`config.mk`:
```
export PLATFORM = sky130hd
export DESIGN_NAME = qth_heading
export DESIGN_NICKNAME = d
export VERILOG_FILES = /design/src/quaternion_to_heading_top_defines.svh /design/src/qth_pkg.sv /design/src/qth_heading.sv
export SDC_FILE = /design/constraint.sdc
export NUM_CORES = 1
export LEC_CHECK = 0
export BUFFER_PORTS_ARGS = -buffer_cell sky130_fd_sc_hd__buf_2
export CORE_ASPECT_RATIO = 1.2
export CORE_MARGIN = 3
export CORE_UTILIZATION = 37
export CTS_CLUSTER_SIZE = 14
export DETAILED_ROUTE_END_ITERATION = 12
export PLACE_DENSITY = 0.81
export SYNTH_ARGS = -nofsm -noshare
export SYNTH_HDL_FRONTEND = slang
export SYNTH_SLANG_ARGS = --single-unit
```
`constraint.sdc`:
```
create_clock -name i_clk -period 2.6 [get_ports i_clk]
set_input_delay 0.26 -clock i_clk [delete_from_list [all_inputs] [get_ports i_clk]]
set_output_delay 0.26 -clock i_clk [all_outputs]
set_load 0.03 [all_outputs]
```
`src/quaternion_to_heading_top_defines.svh`:
```
// Assertion macros for the quaternion-to-heading block.
// Used by the top level; no other dependencies.
`ifndef QUATERNION_TO_HEADING_TOP_DEFINES_SVH
`define QUATERNION_TO_HEADING_TOP_DEFINES_SVH

`ifndef SYNTHESIS
// Same-cycle implication, disabled during reset
`define QTH_ASSERT_IMPL(lbl, clk, rstn, ante, cons, msg) \
    lbl: assert property (@(posedge clk) disable iff (!(rstn)) (ante) |-> (cons)) \
        else $error(msg);
// Next-cycle implication, disabled during reset
`define QTH_ASSERT_NEXT(lbl, clk, rstn, ante, cons, msg) \
    lbl: assert property (@(posedge clk) disable iff (!(rstn)) (ante) |=> (cons)) \
        else $error(msg);
`else
`define QTH_ASSERT_IMPL(lbl, clk, rstn, ante, cons, msg)
`define QTH_ASSERT_NEXT(lbl, clk, rstn, ante, cons, msg)
`endif

`endif

```
`src/qth_pkg.sv`:
```
// Shared widths, types and constants of the quaternion-to-heading block.
// No dependencies.
`timescale 1ns / 1ps

package qth_pkg;

    localparam int QTH_QW        = 16;  // quaternion component
    localparam int QTH_PW        = 32;  // 16x16 product
    localparam int QTH_RW        = 34;  // r1 / r4 in 2^-28 units
    localparam int QTH_CW        = 53;  // CORDIC x / y datapath
    localparam int QTH_AW        = 30;  // angle in 2^-20 degree
    localparam int QTH_HW        = 16;  // heading
    localparam int QTH_TABLE_LEN = 24;

    localparam int QTH_CORDIC_STAGES_DEF = 16;
    localparam int QTH_FRAC_SHIFT        = 16;
    localparam int QTH_ROUND_SHIFT       = 13;

    typedef logic signed [QTH_QW-1:0] t_quat;
    typedef logic signed [QTH_PW-1:0] t_prod;
    typedef logic signed [QTH_RW-1:0] t_rv;
    typedef logic signed [QTH_CW-1:0] t_cv;
    typedef logic signed [QTH_AW-1:0] t_ang;
    typedef logic        [QTH_HW-1:0] t_head;

    localparam t_rv   QTH_R_ONE      = t_rv'(268435456);   // 1.0 in 2^-28 units
    localparam t_ang  QTH_QUARTER    = t_ang'(94371840);   // 90 degrees
    localparam t_ang  QTH_FULL_TURN  = t_ang'(377487360);  // 360 degrees
    localparam t_ang  QTH_ROUND_HALF = t_ang'(4096);       // half of 1/128 degree
    localparam t_head QTH_HEAD_LIMIT = t_head'(46080);     // 360 degrees in 1/128

    // atan(2^-i) in degrees, scaled by 2^20
    localparam t_ang QTH_ATAN_TAB [0:QTH_TABLE_LEN-1] = '{
        t_ang'(47185920), t_ang'(27855475), t_ang'(14718068), t_ang'(7471121),
        t_ang'(3750058),  t_ang'(1876857),  t_ang'(938658),   t_ang'(469357),
        t_ang'(234682),   t_ang'(117342),   t_ang'(58671),    t_ang'(29335),
        t_ang'(14668),    t_ang'(7334),     t_ang'(3667),     t_ang'(1833),
        t_ang'(917),      t_ang'(458),      t_ang'(229),      t_ang'(115),
        t_ang'(57),       t_ang'(29),       t_ang'(14),       t_ang'(7)
    };

    // One CORDIC pipeline slot
    typedef struct packed {
        t_cv  x;
        t_cv  y;
        t_ang z;
        logic zero;
    } t_cordic_st;

endpackage

```
`src/qth_heading.sv`:
```
// Back end: wrap the angle to [0, 360), round to 1/128 degree, wrap 360 to 0.
// Two register stages; depends on qth_pkg.
`timescale 1ns / 1ps

module qth_heading import qth_pkg::*; (
    input  logic       i_clk,
    input  logic [1:0] i_en,
    input  t_cordic_st i_st,
    output t_head      o_heading
);

    t_head r_raw;
    logic  r_zero;
    t_head r_head;
    t_ang  n_sum;
    t_head n_head;

    // Stage 0: add a full turn to negative angles, add rounding half, drop fraction
    always_comb begin
        if (i_st.z[QTH_AW-1]) begin
            n_sum = i_st.z + QTH_FULL_TURN + QTH_ROUND_HALF;
        end else begin
            n_sum = i_st.z + QTH_ROUND_HALF;
        end
    end

    always_ff @(posedge i_clk) begin
        if (i_en[0]) begin
            r_raw  <= n_sum[QTH_ROUND_SHIFT +: QTH_HW];
            r_zero <= i_st.zero;
        end
    end

    // Stage 1: wrap a rounded full turn, force the origin to zero
    always_comb begin
        if (r_zero) begin
            n_head = '0;
        end else if (r_raw >= QTH_HEAD_LIMIT) begin
            n_head = r_raw - QTH_HEAD_LIMIT;
        end else begin
            n_head = r_raw;
        end
    end

    always_ff @(posedge i_clk) begin
        if (i_en[1]) begin
            r_head <= n_head;
        end
    end

    assign o_heading = r_head;

endmodule

```
==> Word level (Yosys, flattened, before mapping) <==
Cells that the tools add are included.
{ "classes": {"add_sub_neg": 4, "order_cmp": 1, "mux": 2} }
{ "ops": {"columns": ["operator", "count"], "rows": [
  ["$add 29x14->29 const B", 2],
  ["$add 29x29->29 const B", 1],
  ["$mux 29", 1],
  ["$ge 16x16->1 const B", 1],
  ["$mux 16", 1],
  ["$sub 16x16->16 const B", 1]
]} }
{ "totals": {"regBits": 33, "out_inout_bits": 16, "elab_cells": 10} }

==> Longest topological paths before layout <==
{ "depth": {"depth_word": 3, "mapped_depth": 7, "mapped_depth_nobuf": 7} }

==> Worst setup path before layout <==
No wires, ideal clock.
{ "synth_timing": {"kind": "reg2reg", "start": "register r_raw[10]", "end": "register r_head[10] (netlist: o_heading[10]), data pin", "setup_time_ns": 0.266, "t_arrival_ns": 1.349, "path_slack_ns": 0.985, "path_stages_with_launch": 8, "path_buffers": 0, "synth_period_minus_slack_ns": 1.615, "path_cell_list": "edfxtp_1 > inv_1 > ha_1 > and3b_1 > o21ai_1 > nand2_1 > xnor2_1 > nor2_1"} }
{ "synth_between": {"elab_chain_cells": 2} }
{ "synth_lines": {"columns": ["element", "line_no", "source"], "rows": [
  ["from (decl)", "qth_heading.sv:12", "t_head r_raw;"],
  ["from (signal assigned)", "qth_heading.sv:29", "r_raw <= n_sum[QTH_ROUND_SHIFT +: QTH_HW];"],
  ["$sub 16x16->16 / $ge 16x16->1 (equally long branches)", "qth_heading.sv:39, qth_heading.sv:38", null],
  ["$mux 16 (*)", "qth_heading.sv:38", "end else if (r_raw >= QTH_HEAD_LIMIT) begin"],
  ["to (signal assigned)", "qth_heading.sv:47", "r_head <= n_head;"],
  ["to (decl)", "qth_heading.sv:14", "t_head r_head;"]
]} }
Mark *: on every way between the ends. The rest lies on a longest branch, timed or not.
A chain may end at the register's enable or synchronous reset.

==> Worst setup path after layout <==
{ "layout_timing": {"start": "register r_raw[11]", "end": "register r_head[15] (netlist: o_heading[15]), data pin"} }
Same word-level chain as after synthesis.

==> metrics.md <==
| Metric | Value |
|---|---|
| Die W | roughly 67 µm |
| Share of cells above drive strength 1 | between 20 and 30% |
| Placement Setup Slack | just under 800 ps |
| Dpl cells | 219 |
| Area leader, netlist | edfxtp_1 |
| TritonCTS Buffers | 5 |
| Net Count, Synth | 272 |
| Cell row count | 26 |
| Die Span Y | between 70 and 80 µm |
| Total number of vias | around 1100 |
| FF-to-FF path depth | 7 |
| Critical Path Sink Type | flop |
| Worst-Skew Late Latency | ~280 ps |
| Drc violations | 0 |
| Tmin final | between 1500 and 2000 ps |
| Pwr Total | 1.21 mW |
| Actual slew at the worst max-slew pin | roughly 510 ps |
| Finish-stage setup viols | 0 |
| Sequential area share after synthesis | 60.0% |
| Num Clock Sinks | 33 |
| Vias in the first global route | approximately 1000 |
| H-Tree Depth | 2 |
| WP data arrival | around 1900 ps |
| Gr usage total | approximately an eighth |
| Synth top area share | 60.0% |
| Pleak | a little under 0.8 nW |
| Mapped Cells | roughly 130 |
| Cell chain of the critical path | inv_1 > ha_1 > nor4b_1 > nand4_1 > nand2_1 > o21ai_0 > and3b_1 |
| Seq cells post-synth | 33 |
| I/O pins | about 160 |
| CP Data Required Time | ~2600 ps |
| Unrepaired setup endpoints after global routing | no |
| Tcrit/Tclk final | a little over two thirds |
| Setup TNS | 0 ps |
| Startpoint types | flop |
| Synth-to-Final Area Change | 19.4% |
| First-pass GRT wire length | around 5000 µm |
| Wirelength, routed | between 2000 and 3000 µm |
| Slew HR | between 60% and 70% |
| Postcts setup bufs | 0 |
| Initial core utilization | 38.5% |
| FILL cells | 407 |
| Longest Clk Path Bufs | 2 |
| Number of flops mapped to enable cells by yosys | 33 |
| Antenna viol nets, final | 0 |
| CTS tree | built |
| Clock Skews | 7.22 ps |
| Multi-input logic area | about 630 µm² |
| Core footprint | between 0.004 and 0.005 mm² |
| Post-synthesis cell area | 0.00165 mm² |
| Max-slew violation count | 0 |
| N_diodes | 0 |
| Pre-antenna DRT Iters | 4 |
| Via density | just under 5 |
| I/O Buffers | 37 |
| Largest net degree at the start of global routing | 18 |
| # Max-Cap Violations | 0 |
| Status | finished, final reports clean |
| IR drop worst, VDD | around 0.00040 V |
| First DRT Iteration DRCs | 15 |
| Final core utilization | between 40% and 50% |
| Setup CP Type | reg2reg |
| Yosys cell types | 27 |
| Clk pin slew, worst setup/hold paths | 60 ps |
| Final Hold Viols | 0 |
| Main synth FF type | edfxtp_1 |
| Die Footprint | about 0.0053 mm² |
| Grt total ovfl | 0 |
| Post-synth ARST share | 0% |
| Worst hold path depth | 1 |
| FF/Latch Area | 991 µm² |
| Post_cts resized | 0 |
| Synth area leaders | edfxtp_1 (60%), xnor2_1 (7.4%), nor2b_1 (4.5%), xor2_1 (3.2%), a21oi_1 (2.4%) |
| Synth warnings | 0 |
| Nets | around 310 |
| Pwr dens | between 600 and 700 mW/mm² |
| FF-to-FF setup slack | around 780 ps |
| HP Class | in2reg |
| Top-count cell post-synth | edfxtp_1 |
| Initial antenna violation count | 0 |
| Final Non-Filler Cells | between 200 and 250 |
| Final WS setup | ~780 ps |
| Routed len/inst | roughly 13 µm |
| Most instantiated cells after synthesis | edfxtp_1 (33), xnor2_1 (14), nor2b_1 (12) |
| Clock root buffer | clkbuf_8 |
| Slowest stage delay, CP | 400 ps |
| Crit path max-delay cell type | edfxtp_1 |
| GPL Wtd Cong | slightly below 0.9 |
| CP max FO | 4 |
| Cts hold-fix bufs | 0 |
| Hpwl dp | about 2400 µm |
| Syn Area/Cell | 12.8 µm² |
| Fmax | about 550 MHz |
[cells in the final DEF (no fill, tap or decap)]
cell type / instances
a211oi_1: 2
a21oi_1: 8
a31oi_1: 1
a41oi_2: 1
and3_1: 2
and3b_1: 2
and4_1: 1
and4bb_1: 1
buf_2: 37
clkbuf_1: 1
clkbuf_8: 5
clkinv_1: 1
edfxtp_1: 33
ha_1: 3
inv_1: 4
maj3_1: 1
nand2_1: 5
nand3_1: 6
nand4_1: 2
nand4_4: 1
nor2_1: 9
nor2b_1: 12
nor3_4: 2
nor3b_1: 1
nor4_1: 2
nor4b_1: 1
o21ai_0: 3
o21ai_1: 3
xnor2_1: 14
xor2_1: 6
[where the power goes]
part           switching [mW]  internal, mW
clock                   0.161         0.180
sequential             0.0300         0.646
combinational           0.117        0.0745
total                   0.309         0.901
[cells by family after synthesis]
family	after synthesis	share of synthesized area, %
fa+ha+maj	4	2.88
flops	33	60.0
buf+inv	7	1.59
compound gates	18	6.51
xor+xnor	20	10.6
simple gates	47	18.4
[cell type report]
type,instances,area share (%)
clock inverters,1,0.190
multi-input cells,89,32.2
repair buffers,37,9.39
flip-flops and latches,33,50.3
clock buffers,6,3.68
inverters,4,0.761
well taps,56,3.55
[worst paths after layout]
check            start            end
max          r_raw[11]  o_heading[15]
min            i_st[0]         r_zero
max reg2reg  r_raw[11]  o_heading[15]
min reg2reg   r_raw[4]   o_heading[4]
[flip-flops by register name, summed over array words and instances (netlist names)]
register	count
o_heading	16
r_raw	16
r_zero	1
[through the flow]
stage,instance area [µm²],hold slack (ps)
finish,1970,158
global route,1970,145
CTS,1970,149
detailed placement,1900,447
global placement,1900,444
floorplan,1650,359
[per-layer routing]
layer | global-route usage [%] | share of wire (%) | vias up
met5 | 0 | 0 | -
met4 | 5.48 | 2.3 | 0
met3 | 5.52 | 6.7 | 7
met2 | 21.1 | 50 | 28
met1 | 14.2 | 41 | 500
li1 | - | - | 555
[worst max-delay path: cells and delay by family (launching register included)]
| kind | cells | cell delay (ps) |
|---|---|---|
| AND/OR/NAND/NOR | 4 | 800 |
| buffers and inverters | 1 | 120 |
| adder cells (fa/ha/maj) | 1 | 170 |
| flip-flops | 1 | 400 |
| AO/OA/AOI/OAI | 1 | 100 |
Note: power is estimated with default switching activity, not from simulation.
