$ cat src/quaternion_to_heading_top_defines.svh
// Assertion macros for the quaternion-to-heading block.
// Used by the top level; no other dependencies.
`ifndef QUATERNION_TO_HEADING_TOP_DEFINES_SVH
`define QUATERNION_TO_HEADING_TOP_DEFINES_SVH

`ifndef SYNTHESIS
// Same-cycle implication, disabled during reset
`define QTH_ASSERT_IMPL(lbl, clk, rstn, ante, cons, msg) \
    lbl: assert property (@(posedge clk) disable iff (!(rstn)) (ante) |-> (cons)) \
        else $error(msg);
// Next-cycle implication, disabled during reset
`define QTH_ASSERT_NEXT(lbl, clk, rstn, ante, cons, msg) \
    lbl: assert property (@(posedge clk) disable iff (!(rstn)) (ante) |=> (cons)) \
        else $error(msg);
`else
`define QTH_ASSERT_IMPL(lbl, clk, rstn, ante, cons, msg)
`define QTH_ASSERT_NEXT(lbl, clk, rstn, ante, cons, msg)
`endif

`endif

$ cat src/qth_pkg.sv
// Shared widths, types and constants of the quaternion-to-heading block.
// No dependencies.
`timescale 1ns / 1ps

package qth_pkg;

    localparam int QTH_QW        = 16;  // quaternion component
    localparam int QTH_PW        = 32;  // 16x16 product
    localparam int QTH_RW        = 34;  // r1 / r4 in 2^-28 units
    localparam int QTH_CW        = 53;  // CORDIC x / y datapath
    localparam int QTH_AW        = 30;  // angle in 2^-20 degree
    localparam int QTH_HW        = 16;  // heading
    localparam int QTH_TABLE_LEN = 24;

    localparam int QTH_CORDIC_STAGES_DEF = 16;
    localparam int QTH_FRAC_SHIFT        = 16;
    localparam int QTH_ROUND_SHIFT       = 13;

    typedef logic signed [QTH_QW-1:0] t_quat;
    typedef logic signed [QTH_PW-1:0] t_prod;
    typedef logic signed [QTH_RW-1:0] t_rv;
    typedef logic signed [QTH_CW-1:0] t_cv;
    typedef logic signed [QTH_AW-1:0] t_ang;
    typedef logic        [QTH_HW-1:0] t_head;

    localparam t_rv   QTH_R_ONE      = t_rv'(268435456);   // 1.0 in 2^-28 units
    localparam t_ang  QTH_QUARTER    = t_ang'(94371840);   // 90 degrees
    localparam t_ang  QTH_FULL_TURN  = t_ang'(377487360);  // 360 degrees
    localparam t_ang  QTH_ROUND_HALF = t_ang'(4096);       // half of 1/128 degree
    localparam t_head QTH_HEAD_LIMIT = t_head'(46080);     // 360 degrees in 1/128

    // atan(2^-i) in degrees, scaled by 2^20
    localparam t_ang QTH_ATAN_TAB [0:QTH_TABLE_LEN-1] = '{
        t_ang'(47185920), t_ang'(27855475), t_ang'(14718068), t_ang'(7471121),
        t_ang'(3750058),  t_ang'(1876857),  t_ang'(938658),   t_ang'(469357),
        t_ang'(234682),   t_ang'(117342),   t_ang'(58671),    t_ang'(29335),
        t_ang'(14668),    t_ang'(7334),     t_ang'(3667),     t_ang'(1833),
        t_ang'(917),      t_ang'(458),      t_ang'(229),      t_ang'(115),
        t_ang'(57),       t_ang'(29),       t_ang'(14),       t_ang'(7)
    };

    // One CORDIC pipeline slot
    typedef struct packed {
        t_cv  x;
        t_cv  y;
        t_ang z;
        logic zero;
    } t_cordic_st;

endpackage

$ cat src/qth_prod.sv
// Front end: products of the quaternion components, then r1 and r4.
// Two register stages; depends on qth_pkg.
`timescale 1ns / 1ps

module qth_prod import qth_pkg::*; (
    input  logic       i_clk,
    input  logic [1:0] i_en,
    input  t_quat      i_x,
    input  t_quat      i_y,
    input  t_quat      i_z,
    input  t_quat      i_w,
    output t_rv        o_r1,
    output t_rv        o_r4,
    output logic       o_zero
);

    t_prod r_xy, r_zw, r_xx, r_zz;
    t_rv   r_r1, r_r4;
    logic  r_zero;
    t_rv   n_r1, n_r4;

    // Stage 0: four 16x16 products
    always_ff @(posedge i_clk) begin
        if (i_en[0]) begin
            r_xy <= QTH_PW'(i_x) * QTH_PW'(i_y);
            r_zw <= QTH_PW'(i_z) * QTH_PW'(i_w);
            r_xx <= QTH_PW'(i_x) * QTH_PW'(i_x);
            r_zz <= QTH_PW'(i_z) * QTH_PW'(i_z);
        end
    end

    // Stage 1: r1 = 2xy - 2zw, r4 = 1 - 2x^2 - 2z^2
    always_comb begin
        n_r1 = (QTH_RW'(r_xy) <<< 1) - (QTH_RW'(r_zw) <<< 1);
        n_r4 = QTH_R_ONE - (QTH_RW'(r_xx) <<< 1) - (QTH_RW'(r_zz) <<< 1);
    end

    always_ff @(posedge i_clk) begin
        if (i_en[1]) begin
            r_r1   <= n_r1;
            r_r4   <= n_r4;
            r_zero <= (n_r1 == '0) && (n_r4 == '0);
        end
    end

    assign o_r1   = r_r1;
    assign o_r4   = r_r4;
    assign o_zero = r_zero;

endmodule

$ cat config.mk
export PLATFORM = sky130hd
export DESIGN_NAME = qth_prod
export DESIGN_NICKNAME = d
export VERILOG_FILES = /design/src/quaternion_to_heading_top_defines.svh /design/src/qth_pkg.sv /design/src/qth_prod.sv
export SDC_FILE = /design/constraint.sdc
export NUM_CORES = 2
export LEC_CHECK = 0
export ABC_AREA = 1
export BUFFER_PORTS_ARGS = -buffer_cell sky130_fd_sc_hd__buf_2
export CAP_MARGIN = 20
export CORE_AREA = 2 2 245 343
export CTS_CLUSTER_DIAMETER = 40
export DETAILED_ROUTE_END_ITERATION = 10
export DIE_AREA = 0 0 247 345
export PLACE_DENSITY = 0.8
export SLEW_MARGIN = 10
export SYNTH_ARGS = -nofsm -noshare
export SYNTH_HDL_FRONTEND = slang
export SYNTH_SLANG_ARGS = --single-unit
$ cat constraint.sdc
create_clock -name i_clk -period 7 [get_ports i_clk]
set_input_delay 1.4 -clock i_clk [delete_from_list [all_inputs] [get_ports i_clk]]
set_output_delay 1.4 -clock i_clk [all_outputs]
set_load 0.02 [all_outputs]
Yosys cells after proc, flatten, opt, wreduce, memory -nomap -nowiden --
Cells that the tools add are included.
Word-level totals: register bits 197, bits in latches 0, memory bits (writable) 0, ROM bits 0, bits of input ports 67, word-level logic and storage cells 17, memories 0
Cells by class: add/subtract/negate cells 3, $mul 4, div/mod/pow operators 0, order comparisons 0, equality and inequality tests 0, shifts and indexed selects 0, multiplexer cells 0, bitwise gates (word level) 0, reduce and logical (&&, ||, !) cells 3
Operator list (count):
- $mul A16 B16 Y32 | 4
- $logic_not A34 Y1 | 2
- $sub A30 B33 Y34 const A | 1
- $sub A33 B33 Y34 | 1
- $sub A34 B33 Y34 | 1
- $logic_and A1 B1 Y1 | 1

Logic depth before layout (Yosys ltp) --
word-level depth 4, depth in mapped cells 28

Worst setup path before layout --
No wires, ideal clock.
path kind input-to-reg, from in i_z[15], to reg r_zz[31] (data pin), library setup time 0.260 ns, data arrival time 6.748 ns, path slack -0.009 ns, cell stages on the path 22, buffers on the path 2, cell sequence clkbuf_1 buf_1 nand2_1 inv_1 fa_1 fa_1 fa_1 fa_1 fa_1 inv_1 fa_1 inv_1 ha_1 nand2_1 o21ai_0 nand2_1 o211a_1 o211ai_1 a21oi_1 nor2_1 nor2_1 xor2_1
On the way: longest elaborated chain between the ends 1
RTL lines:
- start, declared | line qth_prod.sv:10 | input t_quat i_z,
- $mul A16 B16 Y32 | line qth_prod.sv:28 | r_zz <= QTH_PW'(i_z) * QTH_PW'(i_z);
- end signal, assigned | line qth_prod.sv:28
- end, declared | line qth_prod.sv:17 | t_prod r_xy, r_zw, r_xx, r_zz;
No other way between the ends. A chain may end at the register's enable or synchronous reset.

Worst setup path after layout --
from in i_x[11], to reg r_xy[30] (data pin)
On the way: longest elaborated chain between the ends 1
RTL lines:
- start, declared | line qth_prod.sv:8 | input t_quat i_x,
- $mul A16 B16 Y32 | line qth_prod.sv:25 | r_xy <= QTH_PW'(i_x) * QTH_PW'(i_y);
- end signal, assigned | line qth_prod.sv:25
- end, declared | line qth_prod.sv:17
No other way between the ends.

==> results.json <==
{
  "grt_start_max_net_pins": 71,
  "totalWireLength_um": 121000,
  "timing.fmax_mhz": 150,
  "yosys_register_bits": 193,
  "ys_async_sr_fraction_pct": 0,
  "core-area_um2": 82400,
  "finalSetupViolCount": 0,
  "syn_area_um2": 48800,
  "h-tree-depth": 4,
  "clock_root_buffer_master": "sky130_fd_sc_hd__clkbuf_16",
  "row_count": 125,
  "synth-seq-area-share_pct": 11.9,
  "hpwl_after_dpl_um": 106000,
  "timing.max_cap.violations": 0,
  "worst_setup_hold_path_clk_slew_ns": 0.07,
  "crit_fanout": 14,
  "last_weighted_congestion_value_of_the_routability_driven_placer": 0.974,
  "run_status": "finished, final reports clean",
  "worst_margin_pin_slew_ns": 1.07,
  "first_global_vias": 40700,
  "worstHoldEndpoint": "o_r1[1]$_DFFE_PP_",
  "worst-r2r-cell-count": 16,
  "drt_pre_antenna_iters": 6,
  "final-hold-violation-count": 0,
  "grt_pass1_wl_um": 200000,
  "timing.critical_path.max_delay_family": "adder cells",
  "rsz0062_at_grt": "false",
  "drt-vias-per-instance": 5.19,
  "cts.hold.buffers_added": 0,
  "cp.buffers_inverters": 6,
  "crit_required_ns": 7.21,
  "layout-drive-gt1-share_pct": 9.78,
  "synth-edff-count": 193,
  "post_cts_resized": 0,
  "min_path_type": "reg2reg",
  "reg2reg_slack_ns": 3.45,
  "final.min_clock_period_ns": 6.66,
  "clkSinkCount": 193,
  "setup.worst_path.end_class": "register",
  "synthesis.instances": 5723,
  "clk_path_buf_depth": 2,
  "grt_antenna_before_repair": 1,
  "finalNetCount": 7551,
  "top_level_ports": 136,
  "finalClockSkew_ns": 0.0158,
  "final_max_slew_viol_count": 0,
  "mean_instance_size_in_the_synthesized_netlist_um2": 8.53,
  "path_cells": "buf_2 -> buf_4 -> buf_4 -> nand2_1 -> fa_1 -> inv_1 -> fa_1 -> fa_1 -> fa_1 -> fa_1 -> inv_1 -> fa_1 -> inv_1 -> ha_1 -> nand2_1 -> nor4_1 -> nand3_1 -> nand3_1 -> nand3_1 -> nand2_1 -> a31oi_1 -> xor2_1",
  "vert_die_dim_um": 345,
  "start_util_pct": 59.2,
  "vias": 37100,
  "routedWlPerCell_um": 17.0,
  "antenna_cells": 0,
  "initialDrtViolationCount": 2318,
  "floorplan.die_area_um2": 85200,
  "number_of_drc_violations_after_detailed_routing": 0,
  "grt_util_overall_pct": 30.0,
  "postRouteAntennaNets": 0,
  "crit-reg2reg-launch": "r_xx[4]$_DFFE_PP_",
  "worst_path_largest_cell_delay_ns": 0.57,
  "critical_path_arrival_ns": 6.87,
  "grt.overflow.total": 0,
  "holdPathStages": 2,
  "setup.worst_path.start_class": "input pin",
  "yosys_warnings": 0,
  "tritoncts_clock_tree": "yes",
  "clk_latency_ns": 0.46,
  "post_layout_utilization_of_the_core_pct": 65.1,
  "final.setup.tns_ns": 0,
  "synth_cell_type_count": 50,
  "placement.io_buffers": 133,
  "post_cts_buffers": 0,
  "chipWidth_um": 247,
  "crit_top_cell": "sky130_fd_sc_hd__fa_1",
  "final.period_utilization_pct": 95.2,
  "slew_headroom_pct": 28.4,
  "main_synth_ff_type": "sky130_fd_sc_hd__edfxtp_1",
  "tritoncts.num_buffers": 17,
  "hold_path.startpoint": "r_zw[0]$_DFFE_PP_",
  "critical_path.reg2reg.endpoint": "o_zero$_DFFE_PP_",
  "critPathKind": "in2reg",
  "fillerInstances": 6562,
  "worst_path_max_delay_cell": "sky130_fd_sc_hd__fa_1",
  "syn2layout_area_growth_pct": 9.89
}
==> worst reg2reg max path, cell delays in order, from the launching register on <==
cell and delay (ns):
sky130_fd_sc_hd__edfxtp_1 0.41, sky130_fd_sc_hd__inv_1 0.09, sky130_fd_sc_hd__ha_1 0.23, sky130_fd_sc_hd__ha_1 0.35
sky130_fd_sc_hd__a21oi_1 0.27, sky130_fd_sc_hd__o21ai_1 0.13, sky130_fd_sc_hd__nand2_1 0.09, sky130_fd_sc_hd__nand3_2 0.12
sky130_fd_sc_hd__xor2_1 0.33, sky130_fd_sc_hd__nand2_1 0.10, sky130_fd_sc_hd__nor2_1 0.31, sky130_fd_sc_hd__nand4_1 0.36
sky130_fd_sc_hd__nor2_1 0.23, sky130_fd_sc_hd__nand3_1 0.09, sky130_fd_sc_hd__nor2_1 0.11, sky130_fd_sc_hd__nand4_1 0.08
sky130_fd_sc_hd__nor2_1 0.12
==> sequential cells by signal (all words and copies together) (netlist names) <==
name    count
o_r1       33
o_r4       33
o_zero      1
r_xx       31
r_xy       32
r_zw       32
r_zz       31
==> per-stage QoR <==
step / setup slack [ns] / hold slack (ns) / instance area [um^2] / std cells
global route: 0.0687 / 0.729 / 53600 / 7142
floorplan: 0.00130 / 0.630 / 48800 / 5724
detailed placement: -0.0704 / 0.653 / 53100 / 7111
finish: 0.338 / 0.664 / 53600 / 7142
CTS: 0.404 / 0.661 / 53600 / 7142
global placement: -0.0493 / 0.656 / 53100 / 7111
==> worst max-delay path by stage <==
| stage | start | to | cells after the start | slack (ns) |
|---|---|---|---|---|
| 6_report | i_x[11] | r_xy[30]$_DFFE_PP_ | 22 | 0.34 |
| 2_1_floorplan | i_z[15] | r_zw[30]$_DFFE_PP_ | 21 | 0.001 |
| 4_1_cts | i_x[11] | r_xy[30]$_DFFE_PP_ | 22 | 0.40 |
| 3_3_place_gp | i_x[14] | r_xy[30]$_DFFE_PP_ | 23 | -0.05 |
| 3_5_place_dp | i_x[15] | r_xy[30]$_DFFE_PP_ | 21 | -0.07 |
| 5_1_grt | i_x[11] | r_xy[30]$_DFFE_PP_ | 22 | 0.07 |
==> Yosys cell counts, types with 2 or more instances <==
| cell type | number | share of area, % |
|---|---|---|
| sky130_fd_sc_hd__nor3_2 | 3 | 0.062 |
| sky130_fd_sc_hd__o221ai_1 | 6 | 0.11 |
| sky130_fd_sc_hd__buf_1 | 3 | 0.023 |
| sky130_fd_sc_hd__o21a_1 | 9 | 0.14 |
| sky130_fd_sc_hd__nand3_1 | 79 | 0.81 |
| sky130_fd_sc_hd__clkinv_1 | 2 | 0.015 |
| sky130_fd_sc_hd__a31oi_1 | 25 | 0.32 |
| sky130_fd_sc_hd__o21ai_0 | 44 | 0.45 |
| sky130_fd_sc_hd__o21ai_1 | 18 | 0.18 |
| sky130_fd_sc_hd__nand3_2 | 5 | 0.10 |
| sky130_fd_sc_hd__o311ai_0 | 2 | 0.036 |
| sky130_fd_sc_hd__edfxtp_1 | 193 | 12 |
| sky130_fd_sc_hd__nor4_1 | 7 | 0.090 |
| sky130_fd_sc_hd__clkbuf_1 | 171 | 1.3 |
| sky130_fd_sc_hd__inv_2 | 4 | 0.031 |
| sky130_fd_sc_hd__xor2_1 | 123 | 2.2 |
| sky130_fd_sc_hd__nand2_1 | 1098 | 8.4 |
| sky130_fd_sc_hd__a21oi_1 | 174 | 1.8 |
| sky130_fd_sc_hd__nor3_1 | 22 | 0.23 |
| sky130_fd_sc_hd__nand3b_1 | 7 | 0.11 |
| sky130_fd_sc_hd__o2111ai_1 | 4 | 0.072 |
| sky130_fd_sc_hd__a31o_2 | 5 | 0.090 |
| sky130_fd_sc_hd__a21boi_2 | 3 | 0.069 |
| sky130_fd_sc_hd__o21ai_2 | 8 | 0.14 |
| sky130_fd_sc_hd__o211a_1 | 3 | 0.062 |
| sky130_fd_sc_hd__inv_1 | 1856 | 14 |
| sky130_fd_sc_hd__a21o_1 | 15 | 0.23 |
| sky130_fd_sc_hd__buf_4 | 2 | 0.031 |
| sky130_fd_sc_hd__o21bai_1 | 17 | 0.26 |
| sky130_fd_sc_hd__nand2_2 | 22 | 0.28 |
| sky130_fd_sc_hd__nand4_1 | 27 | 0.35 |
| sky130_fd_sc_hd__ha_1 | 440 | 11 |
| sky130_fd_sc_hd__or2_2 | 8 | 0.10 |
| sky130_fd_sc_hd__o31ai_1 | 4 | 0.062 |
| sky130_fd_sc_hd__o211ai_1 | 10 | 0.15 |
| sky130_fd_sc_hd__a21boi_0 | 4 | 0.062 |
| sky130_fd_sc_hd__nor2_1 | 201 | 1.5 |
| sky130_fd_sc_hd__xnor2_1 | 78 | 1.4 |
| sky130_fd_sc_hd__a21oi_2 | 18 | 0.32 |
| sky130_fd_sc_hd__fa_1 | 993 | 41 |
==> placed cells by master (no fill, tap or decap), types with 44 or more instances in the layout <==
cell type                     n
sky130_fd_sc_hd__ha_1       440
sky130_fd_sc_hd__a21oi_1    174
sky130_fd_sc_hd__edfxtp_1   193
sky130_fd_sc_hd__xnor2_1     78
sky130_fd_sc_hd__nand3_1     79
sky130_fd_sc_hd__o21ai_0     44
sky130_fd_sc_hd__nor2_1     201
sky130_fd_sc_hd__buf_2      131
sky130_fd_sc_hd__inv_1     1856
sky130_fd_sc_hd__fa_1       991
sky130_fd_sc_hd__nand2_1   1098
sky130_fd_sc_hd__xor2_1     123
sky130_fd_sc_hd__buf_4      334
==> metal layers <==
layer | up-vias | part of all wire [%] | routed length [um] | global-route usage [%]
met5 | - | 0 | 0 | 0
met1 | 18300 | 35 | 42600 | 33.8
li1 | 17100 | - | - | -
met2 | 1248 | 52 | 63300 | 54.0
met3 | 411 | 5.4 | 6560 | 3.29
met4 | 0 | 7.4 | 9020 | 18.4
==> kinds of logic after synthesis <==
group                    share of synthesized area (%)
flip-flops                                        11.9
XOR/XNOR                                          3.64
adder cells (fa/ha/maj)                           52.0
AND/OR/NAND/NOR                                   12.2
other                                          0.00768
AO/OA/AOI/OAI                                     4.63
buffers and inverters                             15.7
==> cell type report <==
class                           instances  area (um^2)  share of cell area, %
Sequential cell                       193         5800                   10.8
Timing Repair Buffer                  484         3540                   6.61
Inverter                             1862         6990                   13.0
Clock inverter                         12          159                  0.296
Clock buffer                           19          433                  0.807
Tap cell                             1079         1350                   2.52
Multi-Input combinational cell       3493        35400                   65.9
Power is left out: the tool's default activity adds up to more than one toggle a clock period on the data nets, which glitch-free logic cannot reach.
